### src/hw/rtl/utf8_stream_decoder_assert.svh
// Assertion macros shared by the UTF-8 stream decoder RTL.
// Expects signals named clk and rst_n in the including module's scope.
`ifndef UTF8_STREAM_DECODER_ASSERT_SVH
`define UTF8_STREAM_DECODER_ASSERT_SVH

// Property checked on every clock edge outside of reset
`define U8SD_ASSERT(lbl, prop, msg) \
    lbl: assert property (@(posedge clk) disable iff (!rst_n) prop) else $error(msg);

// Property checked on every clock edge, reset included
`define U8SD_ASSERT_ALWAYS(lbl, prop, msg) \
    lbl: assert property (@(posedge clk) prop) else $error(msg);

`endif

### src/hw/rtl/u8sd_pkg.sv
// Package for the UTF-8 stream decoder: result type, byte classes and constants.
// No dependencies; used by u8sd_decode and utf8_stream_decoder.
package u8sd_pkg;

    localparam int unsigned ValueWidth   = 31;
    localparam int unsigned MinimumWidth = 27;
    localparam int unsigned PendWidth    = 3;

    // Smallest legal value for each sequence length (2 to 6 bytes)
    localparam logic [MinimumWidth-1:0] Min2 = 27'h0000080;
    localparam logic [MinimumWidth-1:0] Min3 = 27'h0000800;
    localparam logic [MinimumWidth-1:0] Min4 = 27'h0010000;
    localparam logic [MinimumWidth-1:0] Min5 = 27'h0200000;
    localparam logic [MinimumWidth-1:0] Min6 = 27'h4000000;

    localparam logic [5:0] ContMask = 6'h3F;

    // One decoded result
    typedef struct packed {
        logic [ValueWidth-1:0] code_value;
        logic                  malformed;
        logic                  overlong;
        logic                  last_of_run;
    } result_t;

    // Coarse class of an incoming byte
    typedef enum logic [1:0] {
        CLS_ASCII,
        CLS_CONT,
        CLS_LEAD,
        CLS_INVALID
    } byte_class_t;

    function automatic byte_class_t classify(input logic [7:0] b);
        byte_class_t c;
        priority if (!b[7])               c = CLS_ASCII;
        else if (b[7:6] == 2'b10)         c = CLS_CONT;
        else if (b[7:1] == 7'b1111111)    c = CLS_INVALID;
        else                              c = CLS_LEAD;
        return c;
    endfunction

endpackage

### src/hw/rtl/u8sd_decode.sv
// Per-byte decode step of the UTF-8 stream decoder: sequence state and result build.
// Depends on u8sd_pkg and utf8_stream_decoder_assert.svh.
`include "utf8_stream_decoder_assert.svh"

module u8sd_decode
(
    input  logic              clk,
    input  logic              rst_n,
    input  logic              step,
    input  logic [7:0]        in_byte,
    output u8sd_pkg::result_t res0,
    output u8sd_pkg::result_t res1,
    output logic [1:0]        res_count
);

    logic [u8sd_pkg::PendWidth-1:0]    pend_reg,  pend_next;
    logic [u8sd_pkg::ValueWidth-1:0]   bits_reg,  bits_next;
    logic [u8sd_pkg::MinimumWidth-1:0] min_reg,   min_next;

    u8sd_pkg::byte_class_t               cls;
    logic                                flush;
    logic [u8sd_pkg::ValueWidth-1:0]     flush_val;
    logic                                flush_over;
    logic [u8sd_pkg::ValueWidth-1:0]     cont_val;
    logic [u8sd_pkg::ValueWidth-1:0]     raw_val;
    logic [u8sd_pkg::PendWidth-1:0]      lead_len;
    logic [u8sd_pkg::ValueWidth-1:0]     lead_bits;
    logic [u8sd_pkg::MinimumWidth-1:0]   lead_min;
    logic                                own;
    u8sd_pkg::result_t                   own_res;
    u8sd_pkg::result_t                   flush_res;

    assign cls     = u8sd_pkg::classify(in_byte);
    assign raw_val = {{(u8sd_pkg::ValueWidth-8){1'b0}}, in_byte};
    assign cont_val = {bits_reg[u8sd_pkg::ValueWidth-7:0], in_byte[5:0] & u8sd_pkg::ContMask};

    // Cut-short partial: pad missing continuation bytes with zero bits
    always_comb
    begin
        unique case (pend_reg)
            3'd1:    flush_val = {bits_reg[24:0], 6'd0};
            3'd2:    flush_val = {bits_reg[18:0], 12'd0};
            3'd3:    flush_val = {bits_reg[12:0], 18'd0};
            3'd4:    flush_val = {bits_reg[6:0], 24'd0};
            3'd5:    flush_val = {bits_reg[0], 30'd0};
            default: flush_val = bits_reg;
        endcase
    end

    assign flush_over = flush_val < {{(u8sd_pkg::ValueWidth-u8sd_pkg::MinimumWidth){1'b0}}, min_reg};
    assign flush      = (pend_reg != '0) && (cls != u8sd_pkg::CLS_CONT);

    // Lead byte: sequence length, payload bits and minimum value
    always_comb
    begin
        priority if (in_byte[7:5] == 3'b110)
        begin
            lead_len  = 3'd1;
            lead_bits = {26'd0, in_byte[4:0]};
            lead_min  = u8sd_pkg::Min2;
        end
        else if (in_byte[7:4] == 4'b1110)
        begin
            lead_len  = 3'd2;
            lead_bits = {27'd0, in_byte[3:0]};
            lead_min  = u8sd_pkg::Min3;
        end
        else if (in_byte[7:3] == 5'b11110)
        begin
            lead_len  = 3'd3;
            lead_bits = {28'd0, in_byte[2:0]};
            lead_min  = u8sd_pkg::Min4;
        end
        else if (in_byte[7:2] == 6'b111110)
        begin
            lead_len  = 3'd4;
            lead_bits = {29'd0, in_byte[1:0]};
            lead_min  = u8sd_pkg::Min5;
        end
        else
        begin
            lead_len  = 3'd5;
            lead_bits = {30'd0, in_byte[0]};
            lead_min  = u8sd_pkg::Min6;
        end
    end

    // Byte's own result and next sequence state
    always_comb
    begin
        own       = 1'b0;
        own_res   = '{code_value: raw_val, malformed: 1'b0, overlong: 1'b0, last_of_run: 1'b1};
        pend_next = '0;
        bits_next = raw_val;
        min_next  = '0;
        unique case (cls)
            u8sd_pkg::CLS_ASCII:
            begin
                own = 1'b1;
            end
            u8sd_pkg::CLS_CONT:
            begin
                if (pend_reg == '0)
                begin
                    own               = 1'b1;
                    own_res.malformed = 1'b1;
                end
                else
                begin
                    pend_next = pend_reg - 3'd1;
                    bits_next = cont_val;
                    if (pend_reg == 3'd1)
                    begin
                        own                = 1'b1;
                        own_res.code_value = cont_val;
                        own_res.overlong   = cont_val <
                            {{(u8sd_pkg::ValueWidth-u8sd_pkg::MinimumWidth){1'b0}}, min_reg};
                    end
                    else
                    begin
                        min_next = min_reg;
                    end
                end
            end
            u8sd_pkg::CLS_LEAD:
            begin
                pend_next = lead_len;
                bits_next = lead_bits;
                min_next  = lead_min;
            end
            default:
            begin
                own               = 1'b1;
                own_res.malformed = 1'b1;
            end
        endcase
    end

    assign flush_res = '{code_value: flush_val, malformed: 1'b1, overlong: flush_over,
                         last_of_run: !own};

    // Order results: cut-short partial first, then the byte's own
    always_comb
    begin
        res_count = {1'b0, flush} + {1'b0, own};
        res0      = flush ? flush_res : own_res;
        res1      = own_res;
    end

    // Sequence state
    always_ff @(posedge clk or negedge rst_n)
    begin
        if (!rst_n)
        begin
            pend_reg <= '0;
            bits_reg <= '0;
            min_reg  <= '0;
        end
        else if (step)
        begin
            pend_reg <= pend_next;
            bits_reg <= bits_next;
            min_reg  <= min_next;
        end
    end

    `U8SD_ASSERT_ALWAYS(a_pend_range, !rst_n || (pend_reg <= 3'd5), "pending count out of range")
    `U8SD_ASSERT(a_idle_min_zero, (pend_reg == '0) |-> (min_reg == '0), "minimum kept while idle")
    `U8SD_ASSERT(a_pair_order, (res_count == 2'd2) |-> (res0.malformed && !res0.last_of_run), "bad pair order")

endmodule

### src/hw/rtl/utf8_stream_decoder.sv
// A byte is held in the input register while it is decoded; its results go into the
// result queue, which drives the output. Throughput: one byte per cycle for bytes with
// one result while the receiver takes each result. A byte with two results waits for an
// empty result queue (room ignores this cycle's output handshake).
// Reset (rst_n, async, active low) empties the input stage and queue and clears the
// sequence state; no clearing pass.
// Depends on u8sd_pkg, u8sd_decode and utf8_stream_decoder_assert.svh.
`include "utf8_stream_decoder_assert.svh"

module utf8_stream_decoder
(
    input  logic        clk,
    input  logic        rst_n,
    input  logic        s_axis_tvalid,
    output logic        s_axis_tready,
    input  logic [7:0]  s_axis_tdata,    // [7:0] in_byte
    output logic        m_axis_tvalid,
    input  logic        m_axis_tready,
    output logic [31:0] m_axis_tdata,    // [30:0] code_value, [31] zero
    output logic [1:0]  m_axis_tuser,    // [0] malformed, [1] overlong
    output logic        m_axis_tlast     // last_of_run
);

    logic              in_valid_reg, in_valid_next;
    logic [7:0]        in_byte_reg;
    logic [1:0]        cnt_reg, cnt_next;
    u8sd_pkg::result_t q0_reg, q0_next;
    u8sd_pkg::result_t q1_reg, q1_next;

    u8sd_pkg::result_t res0, res1;
    logic [1:0]        res_count;
    logic [1:0]        room;
    logic              dec_go;
    logic              pop;
    logic [1:0]        left;
    u8sd_pkg::result_t base0;

    u8sd_decode u_decode
    (
        .clk       (clk),
        .rst_n     (rst_n),
        .step      (dec_go),
        .in_byte   (in_byte_reg),
        .res0      (res0),
        .res1      (res1),
        .res_count (res_count)
    );

    // Decode fires when the queue has room for every result of the byte
    assign room          = 2'd2 - cnt_reg;
    assign dec_go        = in_valid_reg && (res_count <= room);
    assign s_axis_tready = !in_valid_reg || dec_go;
    assign in_valid_next = (s_axis_tvalid && s_axis_tready) ? 1'b1
                         : (dec_go ? 1'b0 : in_valid_reg);

    // Input register
    always_ff @(posedge clk or negedge rst_n)
    begin
        if (!rst_n)
        begin
            in_valid_reg <= 1'b0;
        end
        else
        begin
            in_valid_reg <= in_valid_next;
        end
    end

    always_ff @(posedge clk)
    begin
        if (s_axis_tvalid && s_axis_tready)
        begin
            in_byte_reg <= s_axis_tdata;
        end
    end

    // Result queue: pop the head, shift, then append new results
    assign pop = m_axis_tvalid && m_axis_tready;

    always_comb
    begin
        base0 = pop ? q1_reg : q0_reg;
        left  = pop ? (cnt_reg - 2'd1) : cnt_reg;
        q0_next  = base0;
        q1_next  = q1_reg;
        cnt_next = left;
        if (dec_go)
        begin
            unique case (left)
                2'd0:
                begin
                    q0_next = res0;
                    q1_next = res1;
                end
                2'd1:
                begin
                    q1_next = res0;
                end
                default:
                begin
                end
            endcase
            cnt_next = left + res_count;
        end
    end

    always_ff @(posedge clk or negedge rst_n)
    begin
        if (!rst_n)
        begin
            cnt_reg <= '0;
        end
        else
        begin
            cnt_reg <= cnt_next;
        end
    end

    always_ff @(posedge clk)
    begin
        q0_reg <= q0_next;
        q1_reg <= q1_next;
    end

    // Output port
    assign m_axis_tvalid = (cnt_reg != 2'd0);
    assign m_axis_tdata  = {1'b0, q0_reg.code_value};
    assign m_axis_tuser  = {q0_reg.overlong, q0_reg.malformed};
    assign m_axis_tlast  = q0_reg.last_of_run;

    `U8SD_ASSERT_ALWAYS(a_cnt_range, !rst_n || (cnt_reg != 2'd3), "result queue overfilled")
    `U8SD_ASSERT(a_go_fills, (dec_go && (res_count != 2'd0)) |=> m_axis_tvalid, "result lost")
    `U8SD_ASSERT(a_pair_queued, (m_axis_tvalid && !m_axis_tlast) |-> (cnt_reg == 2'd2), "pair split")

endmodule

### config.mk
export PLATFORM = sky130hd
export DESIGN_NAME = utf8_stream_decoder
export DESIGN_NICKNAME = d
export VERILOG_FILES = /design/src/hw/rtl/u8sd_pkg.sv /design/src/hw/rtl/u8sd_decode.sv /design/src/hw/rtl/utf8_stream_decoder.sv
export VERILOG_INCLUDE_DIRS = /design/src /design/src/hw/rtl
export SDC_FILE = /design/constraint.sdc
export NUM_CORES = 1
export LEC_CHECK = 0
export CAP_MARGIN = 20
export CORE_ASPECT_RATIO = 1.4
export CORE_MARGIN = 3
export CORE_UTILIZATION = 50
export DETAILED_ROUTE_END_ITERATION = 6
export DONT_BUFFER_PORTS = 1
export GPL_ROUTABILITY_DRIVEN = 0
export HOLD_SLACK_MARGIN = 0.15
export PLACE_DENSITY = 0.68
export SYNTH_ARGS = -nofsm -noshare
export SYNTH_HDL_FRONTEND = slang
export SYNTH_SLANG_ARGS = --single-unit
### constraint.sdc
create_clock -name clk -period 6.6 [get_ports clk]
set_input_delay 0.99 -clock clk [delete_from_list [all_inputs] [get_ports clk]]
set_output_delay 0.99 -clock clk [all_outputs]
set_load 0.01 [all_outputs]
# Word-level counts from Yosys, hierarchy flattened
# Cells that the tools add are included.
op_classes:
  addsub: 5
  n_lt_le_gt_ge: 3
  eq_ne: 16
  muxes: 43
  n_reduce_logical: 17
op_table:
  columns: ["op", "n"]
  rows:
  - ["31-bit two-way mux", 7]
  - ["27-bit two-way mux", 6]
  - ["31-bit one-hot mux with 5 select lines", 1]
  - ["34-bit two-way mux", 4]
  - ["34-bit one-hot mux with 2 select lines", 1]
  - ["31-bit by 27-bit < comparator with 1-bit output", 2]
  - ["31-bit one-hot mux with 2 select lines", 1]
  - ["27-bit one-hot mux with 2 select lines", 1]
  - ["3-bit two-way mux", 4]
  - ["1-bit two-way mux", 10]
  - ["2-bit two-way mux", 5]
  - ["3-bit == test (second input constant)", 3]
  - ["7-bit == test (second input constant)", 1]
  - ["3-bit by 2-bit == test with 1-bit output (second input constant)", 2]
  - ["6-bit == test (second input constant)", 1]
  - ["3-bit one-hot mux with 2 select lines", 1]
  - ["2-bit nonzero test", 3]
  - ["5-bit == test (second input constant)", 1]
  - ["2-bit by 1-bit == test with 1-bit output (second input constant)", 2]
  - ["2-bit == test (second input constant)", 2]
  - ["4-bit == test (second input constant)", 1]
  - ["1-bit logical AND", 4]
  - ["2-bit logical NOT", 2]
  - ["1-bit one-hot mux with 2 select lines", 2]
  - ["other kinds (15)", 17]
word_totals:
  regBits: 140
  out_inout_bits: 37

# Depth between registers and ports, before layout
# Gate-level depths: netlist of run 1.
depth:
  word_depth: 12
  mapped_depth: 19

# Modules after synthesis
# A second synthesis of run 1 with hierarchy kept.
hier_totals:
  hier_cells: 728
  area_unflattened_um2: 6720.2
by_module_without_submodules:
  columns: ["module", "instances", "cells_per_inst", "area_each_um2"]
  rows:
  - ["u8sd_decode", 1, 430, 3369.5]
  - ["utf8_stream_decoder", 1, 298, 3350.7]

# Least setup slack after synthesis of run 1
# OpenSTA, ideal clock, no wires.
synth_path:
  kind: "register to register"
  start: "register u_decode.pend_reg[0] in the netlist's numbering"
  end: "register q1_reg[0] in the netlist's numbering, enable pin"
  arrival_ns: 4.302
  slack_ns: 1.873
  stages_incl_launch_ff: 15
  path_buffers: 6
  cell_sequence: "dfrtp_1 -> buf_2 -> buf_2 -> buf_2 -> o21ai_1 -> inv_2 -> clkbuf_1 -> clkbuf_1 -> ha_1 -> ha_1 -> nor2b_1 -> o21ai_1 -> nand2_1 -> clkbuf_1 -> nor2_1"
synth_via:
  elab_chain_cells: 8
  elab_cells_between_ends: 11
  cone_classes: "add/sub: 1; order compare: 1; eq/ne: 1; mux: 3; reduce/logical: 5"
synth_lines:
  columns: ["item", "line_no", "text"]
  rows:
  - ["from (decl)", "u8sd_decode.sv:16", "logic [u8sd_pkg::PendWidth-1:0] pend_reg, pend_next;"]
  - ["from (signal assigned)", "u8sd_decode.sv:161", "pend_reg <= pend_next;"]
  - ["3-bit by 1-bit == test with 1-bit output", "u8sd_decode.sv:112", "if (pend_reg == 3'd1)"]
  - ["1-bit two-way mux", "u8sd_decode.sv:112", null]
  - ["1-bit two-way mux", "u8sd_decode.sv:103", "if (pend_reg == '0)"]
  - ["1-bit one-hot mux with 2 select lines", "u8sd_decode.sv:96", "unique case (cls)"]
  - ["1-bit by 1-bit adder with 2-bit output (*)", "u8sd_decode.sv:145", "res_count = {1'b0, flush} + {1'b0, own};"]
  - ["2-bit <= comparator (*)", "utf8_stream_decoder.sv:51", "assign dec_go = in_valid_reg && (res_count <= room);"]
  - ["1-bit logical AND (*)", "utf8_stream_decoder.sv:51", null]
  - ["2-bit AND reduction (no line) (*)", null, null]
  - ["to (signal assigned)", "utf8_stream_decoder.sv:122", "q1_reg <= q1_next;"]
  - ["to (decl)", "utf8_stream_decoder.sv:28", "u8sd_pkg::result_t q1_reg, q1_next;"]
# Every way passes the cells marked *; elsewhere a longest branch is shown, timed or not.
# A chain may end at the register's enable or synchronous reset.

# Final worst setup path of run 1
layout_path:
  start: "register u_decode.pend_reg[2] in the netlist's numbering"
  end: "output s_axis_tready"
layout_via:
  elab_chain_cells: 8
  elab_cells_between_ends: 11
  cone_classes: "add/sub: 1; order compare: 1; eq/ne: 1; mux: 3; reduce/logical: 5"
layout_lines:
  columns: ["item", "line_no", "text"]
  rows:
  - ["3-bit by 1-bit == test with 1-bit output", "u8sd_decode.sv:112", null]
  - ["1-bit two-way mux", "u8sd_decode.sv:112", null]
  - ["1-bit two-way mux", "u8sd_decode.sv:103", null]
  - ["1-bit one-hot mux with 2 select lines", "u8sd_decode.sv:96", null]
  - ["1-bit by 1-bit adder with 2-bit output (*)", "u8sd_decode.sv:145", null]
  - ["2-bit <= comparator (*)", "utf8_stream_decoder.sv:51", null]
  - ["1-bit logical AND (*)", "utf8_stream_decoder.sv:51", null]
  - ["1-bit logical OR (*)", "utf8_stream_decoder.sv:52", "assign s_axis_tready = !in_valid_reg || dec_go;"]
  - ["to (decl)", "utf8_stream_decoder.sv:15", "output logic s_axis_tready,"]
# Marked as above.

==> results of run 1 <==
==> metal layers <==
metal,GRT usage [%],up-vias,routed length [um]
li1,-,2582,-
met2,38.8,322,8310
met5,0,-,0
met1,34.7,2688,7090
met3,5.33,61,1520
met4,9.88,0,717
==> where the power goes <==
group	internal (uW)	total (uW)	switching (uW)
sequential	1150	1520	373
combinational	615	1810	1200
clock	517	865	349
total	2280	4200	1920
==> cell families (layout without fill, tap and decap cells) <==
family | Yosys count | after routing | synth area share (%)
fa+ha+maj | 14 | 14 | 2.72
compound gates | 208 | 208 | 21.9
xor+xnor | 3 | 3 | 0.409
buf+inv | 94 | 65 | 5.92
flops | 118 | 118 | 46.5
mux | 22 | 22 | 3.60
simple gates | 275 | 275 | 18.9
other cells | 1 | 1 | 0.0583
==> through the flow <==
step | utilization, % | setup WS (ps) | power (uW) | hold slack, ps
after floorplan | - | 1870 | 2820 | 443
after global placement | 51.5 | 2450 | 3240 | 467
after detailed placement | 51.5 | 2180 | 3290 | 472
after CTS | 55.9 | 1960 | 4160 | 250
after global routing | 56.3 | 1690 | 4480 | 250
final | 56.3 | 1890 | 4200 | 266
==> cell usage after synthesis (16+ instances only) <==
| library cell | number | area, sq um |
|---|---|---|
| dfxtp_1 | 34 | 681 |
| dfrtp_1 | 42 | 1050 |
| nand2_1 | 173 | 649 |
| a221oi_1 | 25 | 219 |
| a22o_1 | 19 | 166 |
| edfxtp_1 | 42 | 1260 |
| clkbuf_1 | 55 | 206 |
| mux2i_1 | 16 | 160 |
| inv_1 | 18 | 67.6 |
| o21ai_0 | 49 | 245 |
| a21oi_1 | 19 | 95.1 |
| nor2_1 | 33 | 124 |
| a31oi_1 | 38 | 238 |
| nand3_1 | 18 | 90.1 |
==> area by class of cell <==
class | count | area (sq um) | share of cell area [%]
clock buffers | 17 | 425 | 6.08
clock inverters | 15 | 131 | 1.88
repair buffers | 11 | 115 | 1.64
well taps | 150 | 188 | 2.68
flip-flops and latches | 118 | 2990 | 42.7
multi-input cells | 523 | 3070 | 43.8
inverters | 22 | 82.6 | 1.18
==> worst paths after layout <==
path	start	slack [ps]	depth (start not counted)	endpoint
max	u_decode.pend_reg[2]	1890	10	s_axis_tready
min	rst_n	270	0	u_decode.bits_reg[0]
max reg2reg	u_decode.pend_reg[2]	2290	12	q1_reg[10]
min reg2reg	u_decode.min_reg[11]	480	2	u_decode.min_reg[11]
max in group asynchronous	rst_n	6230	0	cnt_reg[1]
min in group clk	u_decode.min_reg[11]	480	2	u_decode.min_reg[11]
==> worst max-delay path, delay by kind of cell, from the launching register on <==
family / cells / cell delay, ps
adders and majority gates: 2 / 530
and+or+nand+nor: 3 / 760
DFF: 1 / 1000
buffers and inverters: 3 / 670
AOI/OAI and AO/OA: 2 / 340
==> cell usage in the layout (no fill, tap or decap), types with 16 or more instances in the layout <==
master	instances
clkbuf_16	17
nand2_1	172
inv_1	18
o21ai_0	49
dfrtp_1	42
edfxtp_1	42
mux2i_1	16
nand3_1	18
nor2_1	31
a221oi_1	25
a31oi_1	38
a21oi_1	19
a22o_1	19
dfxtp_1	34
==> qor.yml, run 1 <==
worst_setup_path:
  worstSetupEndpointType: "output port"
  max_stage_delay_ps: 1000
  worstPathCellList: "or2_1 > o21ai_1 > buf_4 > inv_2 > ha_1 > ha_1 > nor2b_1 > o21ai_1 > inv_1 > nand2_1"
  cp.arrival_ps: 3720
  crit_type: "flip-flop to output port"
  cp_max_fo: 36
  startpoint_type: "flip-flop"
  crit_path_top_delay_cell: "dfrtp_1"
  cp.required_ps: 5610
floorplan:
  fp.dieW_um: 102
  initial_utilization_pct: 51.7
  std_cell_rows: 48
  core_area_sq_mm: 0.0124
  dieArea_sq_mm: 0.0143
  die_y_um: 140
  num_io_pins: 49
clock_network:
  cts_setup_buffers: 0
  cts_buffers: 17
  clkLatencyLatePin_ps: 410
  cts_hold_buf: 0
  cts.sinks: 118
  cts.clk_slew.worst_paths_ps: 60
  cts_max_level: 4
  cts-root-buf: "clkbuf_16"
  cts_tree: "yes"
  cts_buffer_depth: 2
  cts_resized: 0
sta:
  slew_headroom_pct: 33.3
  period_share_pct: 71.3
  slew_viol_final: 0
  hold_viol_final: 0
  tightestPinTransition_ps: 1000
  clock_skew_ps: 11.2
  finalSetupTns_ps: 0
  period_needed_ps: 4710
  rsz0062_at_grt: "no"
  fmax_ghz: 0.213
  final-setup-viol-count: 0
finish:
  largest_reg_flops: 34
  n_antenna_cell: 0
  layout.nets: 719
  areaGrowthSynthToFinish_pct: 8.89
  final_cell_area_sq_mm: 0.00700
  fillCellCount: 1065
  instances_no_fill: 856
  drive_above_1_share_pct: 7.93
yosys:
  ys.flop_type: "edfxtp_1"
  yosysSeqAreaShare_pct: 46.5
  netlist_area_sq_mm: 0.00643
  syn_avg_cell_area_sq_um: 8.75
  synthCells: 735
  synth-edff-count: 42
  ys_ff_latch: 118
  syn_nets: 761
  async_flop_share_pct: 35.6
  yosys_warnings: 0
  synth.distinct_cells: 65
global_route:
  grtUsageTotal_pct: 25.2
  grt_max_degree: 69
  grt_pass1_wl_um: 28000
  antenna_found_initial: 0
  grt_pass1_vias: 5103
  grt-ovfl-total: 0
detailed_routing:
  ant_nets: 0
  dr.pass1.iters: 5
  routed_wl_um: 17600
  drcViolationCount: 0
  via_per_inst: 6.60
  drt_iter0_drc: 547
  wl_per_cell_um: 20.6
  vias: 5653
status:
  status: "finished clean"
placed_design:
  hpwl_um: 11800
  dp.cells: 822
  numPortBuffers: 0
  place_area_sq_mm: 0.00640
job:
  drv_cap: 0
power:
  p_per_area_mw_per_mm2: 600
  vdd_drop_max_mv: 0.412
  p_leak_uw: 0.00271
min_path:
  hold_path.class: "input pin to async pin"
Power figures use the tool's default switching activity.
==> run 2, diff against run 1 <==
==> constraint.sdc (replaced) <==
create_clock -name clk -period 4.69 [get_ports clk]
set_input_delay 0.7035 -clock clk [delete_from_list [all_inputs] [get_ports clk]]
set_output_delay 0.7035 -clock clk [all_outputs]
set_load 0.01 [all_outputs]
==> run 2 against run 1 <==
Clock skew decreased by 4.8 ps. Cell count grew 0.35%. Sequential power rose by 39%. Via count is 0.71% higher. Sequential share of layout area shrank 0.40 points. Die area stayed put. Clock-buffer cell count is 3 higher. Power up 43%. Sequential cell count is the same. Final area up 0.95%. Utilization grew 0.53 points. Critical endpoint is now m_axis_tdata[26]. Highest routed layer unchanged.
==> qor.yml, run 2 (same netlist as run 1, synthesis figures left out) <==
detailed_routing:
  wl_met3_um: 1450
  dr.pass1.iters: 6
  ant_nets: 0
  via_per_inst: 6.63
  vias: 5693
  wl_met1_um: 7260
  wl_per_cell_um: 20.8
  drt_iter0_drc: 584
  routed_wl_um: 17900
  drcViolationCount: 0
  highest_layer: "met4"
  wl_met2_um: 8380
clock_network:
  cts-root-buf: "clkbuf_16"
  cts_setup_buffers: 0
  clkLatencyLatePin_ps: 410
  cts_buffer_depth: 2
  cts_max_level: 4
  cts_resized: 0
  cts_tree: "yes"
  cts.sinks: 118
  cts_hold_buf: 2
  cts.clk_slew.worst_paths_ps: 50
  cts_buffers: 17
sta:
  final-setup-viol-count: 0
  period_share_pct: 82.1
  fmax_ghz: 0.260
  tightestPinTransition_ps: 751
  clock_skew_ps: 6.37
  finalSetupTns_ps: 0
  hold_viol_final: 0
  slew_headroom_pct: 49.7
  period_needed_ps: 3850
  slew_viol_final: 0
  rsz0062_at_grt: "no"
floorplan:
  num_io_pins: 49
  die_y_um: 140
  fp.dieW_um: 102
  std_cell_rows: 48
  core_area_sq_mm: 0.0124
  dieArea_sq_mm: 0.0143
  initial_utilization_pct: 51.7
min_path:
  hold_path.class: "input pin to flip-flop"
finish:
  final_common_cell: "nand2_1"
  drive_above_1_share_pct: 8.04
  largest_reg_flops: 34
  layout.nets: 722
  areaGrowthSynthToFinish_pct: 9.92
  layout_common_cells: "nand2_1 (172), o21ai_0 (49), dfrtp_1 (42), edfxtp_1 (42), a31oi_1 (38)"
  fin_util_pct: 56.9
  instances_no_fill: 859
  n_antenna_cell: 0
power:
  p_leak_uw: 0.00276
  p_per_area_mw_per_mm2: 848
  vdd_drop_max_mv: 0.556
global_route:
  grt-ovfl-total: 0
  grtUsageTotal_pct: 26.1
  grt_pass1_wl_um: 29000
  grt_max_degree: 67
  antenna_found_initial: 0
  grt_pass1_vias: 5353
worst_setup_path:
  cp.required_ps: 4970
  worstSetupEndpointType: "flip-flop"
  cp_max_fo: 54
  cp.arrival_ps: 4130
  startpoint_type: "flip-flop"
  crit_type: "flip-flop to flip-flop"
placed_design:
  hpwl_um: 12000
  numPortBuffers: 0
  dp.cells: 823
job:
  drv_cap: 0
status:
  status: "finished clean"
[run 2: path summary, 6_finish.rpt]
check	startpoint	to	slack [ps]	depth (start not counted)
min in group asynchronous	rst_n	u_decode.bits_reg[3]	750	2
min reg2reg	u_decode.bits_reg[30]	u_decode.bits_reg[30]	480	2
max	in_byte_reg[3]	m_axis_tdata[26]	840	14
max in group asynchronous	rst_n	u_decode.bits_reg[16]	3730	2
max reg2reg	in_byte_reg[3]	m_axis_tdata[26]	840	14
min	s_axis_tdata[4]	in_byte_reg[4]	390	0
[run 2: worst max-delay path, stage by stage, from the launching register on]
cell and delay [ps]:
edfxtp_1 490, nand2_1 120, nor2_1 150, nand3_1 140, nand3_1 180, a21boi_0 310, ha_1 260, ha_1 250
nor2b_1 140, o21ai_1 260, nand2_2 240, or2_2 480, buf_12 230, a221oi_1 360, a31oi_1 70
[run 2: per-stage QoR]
stage          power (uW)  setup WS (ps)  instance area, sq um  hold slack (ps)
2_1_floorplan        3960            520                  6430              408
3_3_place_gp         4590            873                  6400              410
3_5_place_dp         4640            703                  6400              410
4_1_cts              5950            623                  7020              373
5_1_grt              6410            539                  7070              366
6_report             5990            840                  7070              388
[run 2: layer usage]
layer  vias to the layer above  GRT usage [%]
met3                        71           6.53
met1                      2722           34.9
li1                       2590              -
met5                         -              0
met4                         0           12.4
met2                       310           39.4
[run 2: layout make-up]
class	count	area, sq um
Multi-Input combinational cell	523	3070
Timing Repair Buffer	14	153
Fill cell	1100	5360
Sequential cell	118	2990
Tap cell	150	188
Clock buffer	20	458
Inverter	22	82.6
Clock inverter	12	128
[run 2: report_power, final]
| part | internal, uW | switching, uW | total [uW] |
|---|---|---|---|
| logic | 872 | 1730 | 2610 |
| registers | 1620 | 498 | 2110 |
| clock network | 810 | 464 | 1270 |
| total | 3300 | 2690 | 5990 |
